<file path="src/hdl/qpse_pkg.sv">
// Shared constants, codes and types for the quadrature position and speed estimator.
package qpse_pkg;

  // Field and state widths
  localparam int TIME_BITS = 32;
  localparam int POS_BITS  = 32;
  localparam int PPR_W     = 16;
  localparam int DIR_W     = 2;
  localparam int RPM_W     = 35;
  localparam int CFG_IDX_W = 1;
  localparam int CFG_DAT_W = 16;

  // Speed division: 60e6 * 256 / (period * ppr)
  localparam int DVD_W = 34;
  localparam int DVS_W = TIME_BITS + PPR_W;
  localparam int CNT_W = $clog2(DVD_W);
  localparam logic [DVD_W-1:0] RPM_NUM_Q8 = 34'd15360000000;

  // IIR filter, Q1.15 coefficients 0.854 and 0.0728
  localparam int COEF_W  = 16;
  localparam int PROD_W  = RPM_W + COEF_W;
  localparam int ACC_W   = PROD_W + 1;
  localparam int FRAC_Q  = 15;
  localparam int RND_W   = ACC_W - FRAC_Q;
  localparam logic signed [COEF_W-1:0] COEF_FB  = 16'sd27984;
  localparam logic signed [COEF_W-1:0] COEF_FF  = 16'sd2386;
  localparam logic signed [ACC_W-1:0]  RND_HALF = 52'sd16384;

  // Item kinds
  localparam logic REQ_EDGE = 1'b0;
  localparam logic REQ_READ = 1'b1;

  // Configuration register indexes
  localparam logic [CFG_IDX_W-1:0] CFG_PPR = 1'd0;
  localparam logic [CFG_IDX_W-1:0] CFG_EN  = 1'd1;

  // Direction codes
  localparam logic signed [DIR_W-1:0] DIR_NONE = 2'sb00;
  localparam logic signed [DIR_W-1:0] DIR_POS  = 2'sb01;
  localparam logic signed [DIR_W-1:0] DIR_NEG  = 2'sb11;

  // Filter term selection
  localparam logic [1:0] TERM_FB   = 2'd0;
  localparam logic [1:0] TERM_RAW  = 2'd1;
  localparam logic [1:0] TERM_PREV = 2'd2;

  // Sequencer states
  typedef enum logic [5:0] {
    ST_IDLE = 6'b000001,
    ST_MUL  = 6'b000010,
    ST_DIV  = 6'b000100,
    ST_FILT = 6'b001000,
    ST_RND  = 6'b010000,
    ST_OUT  = 6'b100000
  } state_t;

  // Divider control and status
  typedef struct packed {
    logic start;
  } div_ctl_t;

  typedef struct packed {
    logic done;
  } div_sts_t;

endpackage

</file>
<file path="src/hdl/qpse_in_if.sv">
// Input channel: edge and speed-read items.
interface qpse_in_if;
  import qpse_pkg::*;

  logic                 valid;
  logic                 ready;
  logic                 req_type;
  logic                 phase_b_level;
  logic [TIME_BITS-1:0] timestamp_us;

  modport source (output valid, req_type, phase_b_level, timestamp_us, input ready);
  modport sink   (input valid, req_type, phase_b_level, timestamp_us, output ready);
endinterface

</file>
<file path="src/hdl/qpse_out_if.sv">
// Result channel: position, direction and filtered speed.
interface qpse_out_if;
  import qpse_pkg::*;

  logic                       valid;
  logic                       ready;
  logic signed [POS_BITS-1:0] position;
  logic signed [DIR_W-1:0]    direction;
  logic signed [RPM_W-1:0]    speed_rpm_q8;

  modport source (output valid, position, direction, speed_rpm_q8, input ready);
  modport sink   (input valid, position, direction, speed_rpm_q8, output ready);
endinterface

</file>
<file path="src/hdl/qpse_div.sv">
// Restoring divider, one quotient bit per cycle.
module qpse_div import qpse_pkg::*; (
  input  logic             clk,
  input  logic             rst_n,
  input  div_ctl_t         ctl,
  input  logic [DVD_W-1:0] dividend,
  input  logic [DVS_W-1:0] divisor,
  output div_sts_t         sts,
  output logic [DVD_W-1:0] quotient
);

  logic             busy_r, busy_nxt;
  logic             done_r, done_nxt;
  logic [CNT_W-1:0] cnt_r, cnt_nxt;
  logic [DVS_W-1:0] rem_r, rem_nxt;
  logic [DVS_W-1:0] dvs_r, dvs_nxt;
  logic [DVD_W-1:0] dvd_r, dvd_nxt;
  logic [DVD_W-1:0] quo_r, quo_nxt;
  logic [DVS_W:0]   shifted;
  logic [DVS_W+1:0] diff;
  logic             fits;

  // Trial subtract of the divisor from the shifted remainder
  assign shifted = {rem_r, dvd_r[DVD_W-1]};
  assign diff    = {1'b0, shifted} - {2'b00, dvs_r};
  assign fits    = !diff[DVS_W+1];

  always_comb begin
    busy_nxt = busy_r;
    done_nxt = 1'b0;
    cnt_nxt  = cnt_r;
    rem_nxt  = rem_r;
    dvs_nxt  = dvs_r;
    dvd_nxt  = dvd_r;
    quo_nxt  = quo_r;
    if (ctl.start) begin
      // Load operands and clear the remainder
      busy_nxt = 1'b1;
      cnt_nxt  = CNT_W'(DVD_W - 1);
      rem_nxt  = '0;
      dvs_nxt  = divisor;
      dvd_nxt  = dividend;
      quo_nxt  = '0;
    end else if (busy_r) begin
      // Retire one quotient bit
      rem_nxt = fits ? diff[DVS_W-1:0] : shifted[DVS_W-1:0];
      quo_nxt = {quo_r[DVD_W-2:0], fits};
      dvd_nxt = {dvd_r[DVD_W-2:0], 1'b0};
      cnt_nxt = cnt_r - 1'b1;
      if (cnt_r == '0) begin
        busy_nxt = 1'b0;
        done_nxt = 1'b1;
      end
    end
  end

  always_ff @(posedge clk) begin
    if (!rst_n) begin
      busy_r <= 1'b0;
      done_r <= 1'b0;
    end else begin
      busy_r <= busy_nxt;
      done_r <= done_nxt;
    end
    cnt_r <= cnt_nxt;
    rem_r <= rem_nxt;
    dvs_r <= dvs_nxt;
    dvd_r <= dvd_nxt;
    quo_r <= quo_nxt;
  end

  assign sts.done = done_r;
  assign quotient = quo_r;

endmodule

</file>
<file path="src/hdl/quadrature_position_speed_estimator_top.sv">
// Quadrature encoder position counter with period-based filtered speed.
//
//   channel   | dir | handshake          | payload
//   ----------+-----+--------------------+-----------------------------------------
//   in_chan   | in  | valid/ready        | req_type, phase_b_level, timestamp_us
//   out_chan  | out | valid/ready        | position, direction, speed_rpm_q8
//   cfg_*     | in  | cfg_we             | cfg_index, cfg_wdata
//
// An edge item or a disabled read: result presented in the cycle after accept.
// An enabled read with a direction starts the divider on the period by pulses
// product, waits for done after its 34 quotient bits, passes the three filter
// terms through the filter multiplier, rounds, then presents the result. A read
// with no direction skips the divider and goes straight to the filter.
// in_chan is not ready until the result is taken; sync active-low reset.
module quadrature_position_speed_estimator_top import qpse_pkg::*; (
  input  logic                 clk,
  input  logic                 rst_n,
  qpse_in_if.sink              in_chan,
  qpse_out_if.source           out_chan,
  input  logic                 cfg_we,
  input  logic [CFG_IDX_W-1:0] cfg_index,
  input  logic [CFG_DAT_W-1:0] cfg_wdata
);

  state_t state_r, state_nxt;

  logic [PPR_W-1:0]            ppr_r, ppr_nxt;
  logic                        en_r, en_nxt;
  logic [POS_BITS-1:0]         pos_r, pos_nxt;
  logic signed [DIR_W-1:0]     dir_r, dir_nxt;
  logic [TIME_BITS-1:0]        prev_time_r, prev_time_nxt;
  logic [TIME_BITS-1:0]        period_r, period_nxt;
  logic signed [RPM_W-1:0]     filt_r, filt_nxt;
  logic signed [RPM_W-1:0]     prev_raw_r, prev_raw_nxt;
  logic signed [RPM_W-1:0]     raw_r, raw_nxt;
  logic signed [ACC_W-1:0]     acc_r, acc_nxt;
  logic [1:0]                  term_r, term_nxt;
  logic [POS_BITS-1:0]         out_pos_r, out_pos_nxt;
  logic signed [DIR_W-1:0]     out_dir_r, out_dir_nxt;
  logic signed [RPM_W-1:0]     out_spd_r, out_spd_nxt;

  logic                        in_acc;
  logic [TIME_BITS-1:0]        period_eff;
  logic [PPR_W-1:0]            ppr_eff;
  logic [DVS_W-1:0]            divisor;
  div_ctl_t                    div_ctl;
  div_sts_t                    div_sts;
  logic [DVD_W-1:0]            quotient;
  logic signed [RPM_W-1:0]     mag;
  logic signed [RPM_W-1:0]     mul_a;
  logic signed [COEF_W-1:0]    mul_b;
  logic signed [PROD_W-1:0]    prod;
  logic signed [ACC_W-1:0]     acc_rnd;
  logic signed [RND_W-1:0]     rnd;
  logic signed [RPM_W-1:0]     sat;

  assign in_acc = in_chan.valid && in_chan.ready;

  // Zero period and zero pulses count read as one
  assign period_eff = (period_r == '0) ? TIME_BITS'(1) : period_r;
  assign ppr_eff    = (ppr_r == '0) ? PPR_W'(1) : ppr_r;
  assign divisor    = DVS_W'(period_eff) * DVS_W'(ppr_eff);

  // Divider runs 60e6*256 / (period * ppr)
  assign div_ctl.start = (state_r == ST_MUL);

  qpse_div u_div (
    .clk      (clk),
    .rst_n    (rst_n),
    .ctl      (div_ctl),
    .dividend (RPM_NUM_Q8),
    .divisor  (divisor),
    .sts      (div_sts),
    .quotient (quotient)
  );

  assign mag = $signed({1'b0, quotient});

  // Shared filter multiplier, one term a cycle
  always_comb begin
    case (term_r)
      TERM_FB: begin
        mul_a = filt_r;
        mul_b = COEF_FB;
      end
      TERM_RAW: begin
        mul_a = raw_r;
        mul_b = COEF_FF;
      end
      TERM_PREV: begin
        mul_a = prev_raw_r;
        mul_b = COEF_FF;
      end
      default: begin
        mul_a = '0;
        mul_b = '0;
      end
    endcase
  end

  assign prod = mul_a * mul_b;

  // Round half up, then saturate to the 35-bit range
  assign acc_rnd = acc_r + RND_HALF;
  assign rnd     = RND_W'(acc_rnd >>> FRAC_Q);

  always_comb begin
    if (rnd[RND_W-1:RPM_W-1] == '0 || rnd[RND_W-1:RPM_W-1] == '1) begin
      sat = rnd[RPM_W-1:0];
    end else if (rnd[RND_W-1]) begin
      sat = {1'b1, {(RPM_W-1){1'b0}}};
    end else begin
      sat = {1'b0, {(RPM_W-1){1'b1}}};
    end
  end

  // Sequencer and state update
  always_comb begin
    state_nxt     = state_r;
    ppr_nxt       = ppr_r;
    en_nxt        = en_r;
    pos_nxt       = pos_r;
    dir_nxt       = dir_r;
    prev_time_nxt = prev_time_r;
    period_nxt    = period_r;
    filt_nxt      = filt_r;
    prev_raw_nxt  = prev_raw_r;
    raw_nxt       = raw_r;
    acc_nxt       = acc_r;
    term_nxt      = term_r;
    out_pos_nxt   = out_pos_r;
    out_dir_nxt   = out_dir_r;
    out_spd_nxt   = out_spd_r;

    // Configuration writes
    if (cfg_we) begin
      case (cfg_index)
        CFG_PPR: ppr_nxt = cfg_wdata[PPR_W-1:0];
        CFG_EN:  en_nxt  = cfg_wdata[0];
        default: ;
      endcase
    end

    case (state_r)
      ST_IDLE: begin
        if (in_acc) begin
          if (in_chan.req_type == REQ_EDGE) begin
            // Measure period, take direction, step position
            period_nxt    = in_chan.timestamp_us - prev_time_r;
            prev_time_nxt = in_chan.timestamp_us;
            if (in_chan.phase_b_level) begin
              dir_nxt = DIR_NEG;
              pos_nxt = pos_r - 1'b1;
            end else begin
              dir_nxt = DIR_POS;
              pos_nxt = pos_r + 1'b1;
            end
            out_pos_nxt = pos_nxt;
            out_dir_nxt = dir_nxt;
            out_spd_nxt = filt_r;
            state_nxt   = ST_OUT;
          end else if (!en_r) begin
            // Disabled read answers zero speed and keeps state
            out_pos_nxt = pos_r;
            out_dir_nxt = dir_r;
            out_spd_nxt = '0;
            state_nxt   = ST_OUT;
          end else if (dir_r == DIR_NONE) begin
            raw_nxt   = '0;
            acc_nxt   = '0;
            term_nxt  = TERM_FB;
            state_nxt = ST_FILT;
          end else begin
            state_nxt = ST_MUL;
          end
        end
      end
      ST_MUL: begin
        state_nxt = ST_DIV;
      end
      ST_DIV: begin
        if (div_sts.done) begin
          raw_nxt   = dir_r[DIR_W-1] ? -mag : mag;
          acc_nxt   = '0;
          term_nxt  = TERM_FB;
          state_nxt = ST_FILT;
        end
      end
      ST_FILT: begin
        // Accumulate one filter term
        acc_nxt  = acc_r + ACC_W'(prod);
        term_nxt = term_r + 1'b1;
        if (term_r == TERM_PREV) begin
          state_nxt = ST_RND;
        end
      end
      ST_RND: begin
        filt_nxt     = sat;
        prev_raw_nxt = raw_r;
        dir_nxt      = DIR_NONE;
        out_pos_nxt  = pos_r;
        out_dir_nxt  = DIR_NONE;
        out_spd_nxt  = sat;
        state_nxt    = ST_OUT;
      end
      ST_OUT: begin
        // Hold the result until taken
        if (out_chan.ready) begin
          state_nxt = ST_IDLE;
        end
      end
      default: begin
        state_nxt = ST_IDLE;
      end
    endcase
  end

  always_ff @(posedge clk) begin
    if (!rst_n) begin
      state_r     <= ST_IDLE;
      ppr_r       <= PPR_W'(1);
      en_r        <= 1'b0;
      pos_r       <= '0;
      dir_r       <= DIR_NONE;
      prev_time_r <= '0;
      period_r    <= '0;
      filt_r      <= '0;
      prev_raw_r  <= '0;
    end else begin
      state_r     <= state_nxt;
      ppr_r       <= ppr_nxt;
      en_r        <= en_nxt;
      pos_r       <= pos_nxt;
      dir_r       <= dir_nxt;
      prev_time_r <= prev_time_nxt;
      period_r    <= period_nxt;
      filt_r      <= filt_nxt;
      prev_raw_r  <= prev_raw_nxt;
    end
    raw_r     <= raw_nxt;
    acc_r     <= acc_nxt;
    term_r    <= term_nxt;
    out_pos_r <= out_pos_nxt;
    out_dir_r <= out_dir_nxt;
    out_spd_r <= out_spd_nxt;
  end

  assign in_chan.ready         = (state_r == ST_IDLE);
  assign out_chan.valid        = (state_r == ST_OUT);
  assign out_chan.position     = $signed(out_pos_r);
  assign out_chan.direction    = out_dir_r;
  assign out_chan.speed_rpm_q8 = out_spd_r;

endmodule
</file>
<file path="src/flat_wrapper.sv">
// flat-port wrapper written by rule: the top's interface ports become plain ports
module quadrature_position_speed_estimator_top_flat import qpse_pkg::*;
  (clk, rst_n, cfg_we, cfg_index, cfg_wdata, in_chan_valid, in_chan_req_type, in_chan_phase_b_level, in_chan_timestamp_us, in_chan_ready, out_chan_valid, out_chan_position, out_chan_direction, out_chan_speed_rpm_q8, out_chan_ready);
  qpse_in_if in_chan_i ();
  qpse_out_if out_chan_i ();
  input  logic clk;
  input  logic rst_n;
  input  logic cfg_we;
  input  logic [CFG_IDX_W-1:0] cfg_index;
  input  logic [CFG_DAT_W-1:0] cfg_wdata;
  input wire logic [$bits(in_chan_i.valid)-1:0] in_chan_valid;
  input wire logic [$bits(in_chan_i.req_type)-1:0] in_chan_req_type;
  input wire logic [$bits(in_chan_i.phase_b_level)-1:0] in_chan_phase_b_level;
  input wire logic [$bits(in_chan_i.timestamp_us)-1:0] in_chan_timestamp_us;
  output wire logic [$bits(in_chan_i.ready)-1:0] in_chan_ready;
  output wire logic [$bits(out_chan_i.valid)-1:0] out_chan_valid;
  output wire logic [$bits(out_chan_i.position)-1:0] out_chan_position;
  output wire logic [$bits(out_chan_i.direction)-1:0] out_chan_direction;
  output wire logic [$bits(out_chan_i.speed_rpm_q8)-1:0] out_chan_speed_rpm_q8;
  input wire logic [$bits(out_chan_i.ready)-1:0] out_chan_ready;
  assign in_chan_i.valid = in_chan_valid;
  assign in_chan_i.req_type = in_chan_req_type;
  assign in_chan_i.phase_b_level = in_chan_phase_b_level;
  assign in_chan_i.timestamp_us = in_chan_timestamp_us;
  assign in_chan_ready = in_chan_i.ready;
  assign out_chan_valid = out_chan_i.valid;
  assign out_chan_position = out_chan_i.position;
  assign out_chan_direction = out_chan_i.direction;
  assign out_chan_speed_rpm_q8 = out_chan_i.speed_rpm_q8;
  assign out_chan_i.ready = out_chan_ready;
  quadrature_position_speed_estimator_top u_core (.clk(clk), .rst_n(rst_n), .in_chan(in_chan_i), .out_chan(out_chan_i), .cfg_we(cfg_we), .cfg_index(cfg_index), .cfg_wdata(cfg_wdata));
endmodule
</file>
<file path="config.mk">
export PLATFORM = sky130hd
export DESIGN_NAME = quadrature_position_speed_estimator_top_flat
export DESIGN_NICKNAME = d
export VERILOG_FILES = /design/src/hdl/qpse_pkg.sv /design/src/hdl/qpse_in_if.sv /design/src/hdl/qpse_out_if.sv /design/src/hdl/qpse_div.sv /design/src/hdl/quadrature_position_speed_estimator_top.sv /design/src/flat_wrapper.sv
export SDC_FILE = /design/constraint.sdc
export NUM_CORES = 2
export LEC_CHECK = 0
export BUFFER_PORTS_ARGS = -buffer_cell sky130_fd_sc_hd__buf_2
export CAP_MARGIN = 40
export CORE_MARGIN = 2
export CORE_UTILIZATION = 54
export DETAILED_ROUTE_END_ITERATION = 16
export GPL_ROUTABILITY_DRIVEN = 0
export PLACE_DENSITY = 0.78
export SETUP_SLACK_MARGIN = 0.5
export SYNTH_ARGS = -nofsm -noshare
export SYNTH_HDL_FRONTEND = slang
export SYNTH_SLANG_ARGS = --single-unit
</file>
<file path="constraint.sdc">
create_clock -name clk -period 10.54 [get_ports clk]
set_input_delay 0.527 -clock clk [delete_from_list [all_inputs] [get_ports clk]]
set_output_delay 0.527 -clock clk [all_outputs]
set_load 0.01 [all_outputs]
</file>
==> run summary <==
DETAILED ROUTING
------------------------------------------------------------------------------------
Number of detailed-routing iterations run before antenna repair .......           14
Per-cell routed wire length ...........................................      17.4 um
Overall routed net length .............................................    130000 um
Count of vias placed by the detailed router ...........................        42503
DR DRC count ..........................................................            1
Count of nets left with antenna violations after detail routing .......            0
First DRT Iteration DRCs ..............................................         3057
Routed via count divided by cell count ................................         5.66

OUTCOME
------------------------------------------------------------------------------------
Failing checks ........................................................ design-rule violations
Run status ............................................................ complete, but fails checks

LOGIC SYNTHESIS
------------------------------------------------------------------------------------
Syn Inst Count ........................................................         6168
Post-synth design cell area ...........................................   0.0554 mm2
Syn avg cell area .....................................................     8.98 um2
Share of flip-flops with an asynchronous set or reset after synthesis .           0%
Count of flip-flops with a built-in enable after synthesis ............          205
Sequential-to-total area share from yosys stat ........................        21.9%
Predominant post-synthesis flop cell .................................. sky130_fd_sc_hd__dfxtp_1
Net count of the mapped netlist .......................................         7411
Flops & latches, synth ................................................          504
Library cells used by synthesis .......................................           77
Synth warn ............................................................            0

STA
------------------------------------------------------------------------------------
Upper clock frequency limit ...........................................      117 MHz
Total setup violations reported at the end of the flow ................            0
Accumulated negative setup slack ......................................         0 ns
Setup repair after global routing missed its margin ...................           no
Final Slew Violations .................................................            0
Final worst path period need ..........................................      8.54 ns
Final Cycle Share .....................................................        81.0%
Worst relative slew slack .............................................        35.4%
Worst-margin pin slew .................................................     0.969 ns
Post-route clock skew .................................................    0.0197 ns
Final number of hold-violating endpoints ..............................            0

GRT
------------------------------------------------------------------------------------
Pin count of the biggest net entering global routing ..................          101
Total routing usage reported by global routing ........................        25.2%
Global-route wire length before repair ................................    216000 um
Vias in the first global route ........................................        43559
Sum of overflow across all layers after global routing ................            0
Initial antenna violation count .......................................            1

CTS
------------------------------------------------------------------------------------
Maximum count of clock buffers along a single path ....................            3
CTS tree ..............................................................         done
Number of buffers inserted by post-CTS setup repair ...................            0
Clock Tree Root ....................................................... sky130_fd_sc_hd__clkbuf_16
Number of hold buffers added after CTS ................................            0
Clk sink count ........................................................          504
Number of instances resized during post-cts repair ....................            0
Source-to-sink clock delay at the later pin of the worst-skew pair ....      0.65 ns
Number of buffers inserted during clock tree synthesis ................           58
Clk slew on worst S/H paths ...........................................      0.06 ns
H-tree depth reported by CTS ..........................................            2

DIE
------------------------------------------------------------------------------------
Effective utilization at floorplan ....................................        54.4%
Die extent in x .......................................................       324 um
Site Rows .............................................................          117
Placeable core area ...................................................    0.102 mm2
Die Y-Extent ..........................................................       324 um
Area of the die .......................................................    0.105 mm2
Boundary pin count ....................................................          127

CELLS AND AREA
------------------------------------------------------------------------------------
Number of nets in the layout ..........................................         7339
Fillers ...............................................................         8667
Commonest non-fill, non-tap cell in the layout ........................ sky130_fd_sc_hd__inv_1
Area growth from synthesis to final layout ............................        6.90%
Most frequent cells in the layout ..................................... sky130_fd_sc_hd__inv_1, sky130_fd_sc_hd__nand2_1, sky130_fd_sc_hd__fa_1, sky130_fd_sc_hd__ha_1, sky130_fd_sc_hd__nor2_1
Fraction of layout cells with a size suffix above 1 ...................        5.32%
Final instance count without filler cells .............................         7514

PWR
------------------------------------------------------------------------------------
Worst VDD drop ........................................................   0.000290 V
Power per standard cell area ..........................................   258 mW/mm2
Cell Int Power ........................................................    0.00788 W
Switching Power .......................................................    0.00737 W
Clock Power Share .....................................................        14.3%
Switching power as a share of total power .............................        48.3%
Standby leakage power .................................................      27.5 nW
Power share of the sequential group ...................................        19.6%
Relative contribution of combinational cells to total power ...........        66.1%

SETUP PATH
------------------------------------------------------------------------------------
Worst setup SP type ...................................................     register
Endpoint type of the worst setup path .................................     register
Worst R2R Setup Slack .................................................      2.00 ns
Crit path required time ...............................................     10.91 ns
Type of the setup path with the least slack ...........................      reg2reg
Crit path DAT .........................................................      8.91 ns
Biggest fanout along the worst timing path ............................           22

PLACE
------------------------------------------------------------------------------------
HPWL Detailed .........................................................     99700 um
Port bufs .............................................................          126
Placed Instances ......................................................         7404

HOLD PATH
------------------------------------------------------------------------------------
Path type of the worst min-delay path .................................       in2reg

JOB
------------------------------------------------------------------------------------
Max-cap check violation count .........................................            0

## path summary, 6_finish.rpt
path	start	end	cells past startpoint
setup / recovery	u_core.term_r[0]$_SDFFCE_PP0P_	u_core.acc_r[50]$_SDFFCE_PP0P_	24
hold / removal	cfg_wdata[0]	u_core.ppr_r[0]$_SDFFE_PN1P_	3
setup reg to reg	u_core.term_r[0]$_SDFFCE_PP0P_	u_core.acc_r[50]$_SDFFCE_PP0P_	24
hold reg to reg	u_core.u_div.dvd_r[16]$_SDFFE_PP1P_	u_core.u_div.dvd_r[16]$_SDFFE_PP1P_	2
## synth_stat cells, drive strengths merged, types with 22 or more instances
cell type  count  area share [%]
a21boi        97             1.3
nand2b        32            0.36
xnor2        138             2.2
mux2i         82             1.5
fa           681              25
a21o         117             1.6
a31oi         23            0.26
a221o         40            0.72
inv          989             6.7
nor3          45            0.41
nand3         69            0.62
o21a          26            0.35
a21oi        246             2.2
dfxtp        299              11
a222oi        35            0.63
edfxtp       205              11
nor2         341             2.3
o21ai        265             2.4
xor2         118             1.9
a211oi        48            0.65
and2         315             3.6
ha           506              11
nor2b         33            0.37
clkbuf       297             2.0
nor4          22            0.25
nand4         39            0.44
nand2        770             5.2
## critical path, stage by stage, from the launching register on
cell,delay (ns)
sky130_fd_sc_hd__edfxtp_1,0.43
sky130_fd_sc_hd__inv_1,0.14
sky130_fd_sc_hd__ha_1,0.52
sky130_fd_sc_hd__buf_4,0.34
sky130_fd_sc_hd__a222oi_1,0.12
sky130_fd_sc_hd__nor2_1,0.43
sky130_fd_sc_hd__and2_1,0.27
sky130_fd_sc_hd__ha_1,0.27
sky130_fd_sc_hd__fa_1,0.51
sky130_fd_sc_hd__fa_1,0.57
sky130_fd_sc_hd__inv_1,0.07
sky130_fd_sc_hd__fa_1,0.50
sky130_fd_sc_hd__fa_1,0.53
sky130_fd_sc_hd__fa_1,0.54
sky130_fd_sc_hd__inv_1,0.04
sky130_fd_sc_hd__ha_1,0.40
sky130_fd_sc_hd__and3_1,0.24
sky130_fd_sc_hd__nand2_1,0.09
sky130_fd_sc_hd__a2111oi_0,0.65
sky130_fd_sc_hd__o21ai_0,0.35
sky130_fd_sc_hd__a31oi_1,0.42
sky130_fd_sc_hd__o2111ai_1,0.20
sky130_fd_sc_hd__a211oi_1,0.36
sky130_fd_sc_hd__o21ai_0,0.13
sky130_fd_sc_hd__nor3b_1,0.14
## layout make-up
class	count	area, um2	share of cell area, %
antenna	1	2.50	0.00423
sequential	504	12100	20.5
clock buffer	81	1730	2.93
timing repair buffer	186	1180	2.00
clock inverter	28	345	0.583
tap	1368	1710	2.89
multi-input combinational	4356	38400	64.8
inverter	990	3720	6.28
## flip-flops by register name, indices dropped and copies added, names as in the netlist, 34 cells and up
name,flops
u_core.prev_raw_r,35
u_core.u_div.rem_r,48
u_core.acc_r,51
u_core.out_chan.speed_rpm_q8,35
u_core.raw_r,35
u_core.filt_r,35
u_core.u_div.quotient,34
u_core.u_div.dvs_r,48
## layer usage
metal,track usage (%),up-vias,wire (um)
met5,0,-,0
met4,8.50,0,3960
met3,3.80,300,8930
met2,44.1,1414,64300
li1,-,19960,-
met1,31.9,20829,53300
## kinds of logic (layout without fill, tap and decap cells)
family / count (synthesis) / count (layout) / share of synthesized area, %
multiplexers: 88 / 88 / 1.60
flip-flops: 504 / 504 / 21.9
buffers and inverters: 1308 / 1285 / 8.89
XOR/XNOR: 256 / 256 / 4.05
other: 0 / 1 / 0
AO/OA/AOI/OAI: 1062 / 1062 / 12.6
AND/OR/NAND/NOR: 1763 / 1763 / 14.8
adder cells (fa/ha/maj): 1187 / 1187 / 36.0
## through the flow
step / hold slack (ns) / area [um2] / total power, W / setup WS [ns] / util (%)
5_1_grt: 0.125 / 59200 / 0.0167 / 1.63 / 58.2
6_report: 0.122 / 59200 / 0.0153 / 2.00 / 58.2
3_3_place_gp: 0.444 / 57000 / 0.0126 / 2.45 / 56.0
2_1_floorplan: 0.430 / 55400 / 0.0106 / 3.22 / -
4_1_cts: 0.100 / 59200 / 0.0152 / 2.15 / 58.2
3_5_place_dp: 0.450 / 57100 / 0.0129 / 2.20 / 56.2
## power groups by stage
| stage | Combinational (W) | Clock, W | Sequential (W) |
|---|---|---|---|
| floorplan | 0.00772 | 0 | 0.00288 |
| detailed placement | 0.00993 | 0 | 0.00300 |
| CTS | 0.0100 | 0.00222 | 0.00297 |
| finish | 0.0101 | 0.00218 | 0.00298 |
| global placement | 0.00963 | 0 | 0.00301 |
| global route | 0.0114 | 0.00229 | 0.00303 |
No activity file was read; power rests on OpenSTA's default activity.
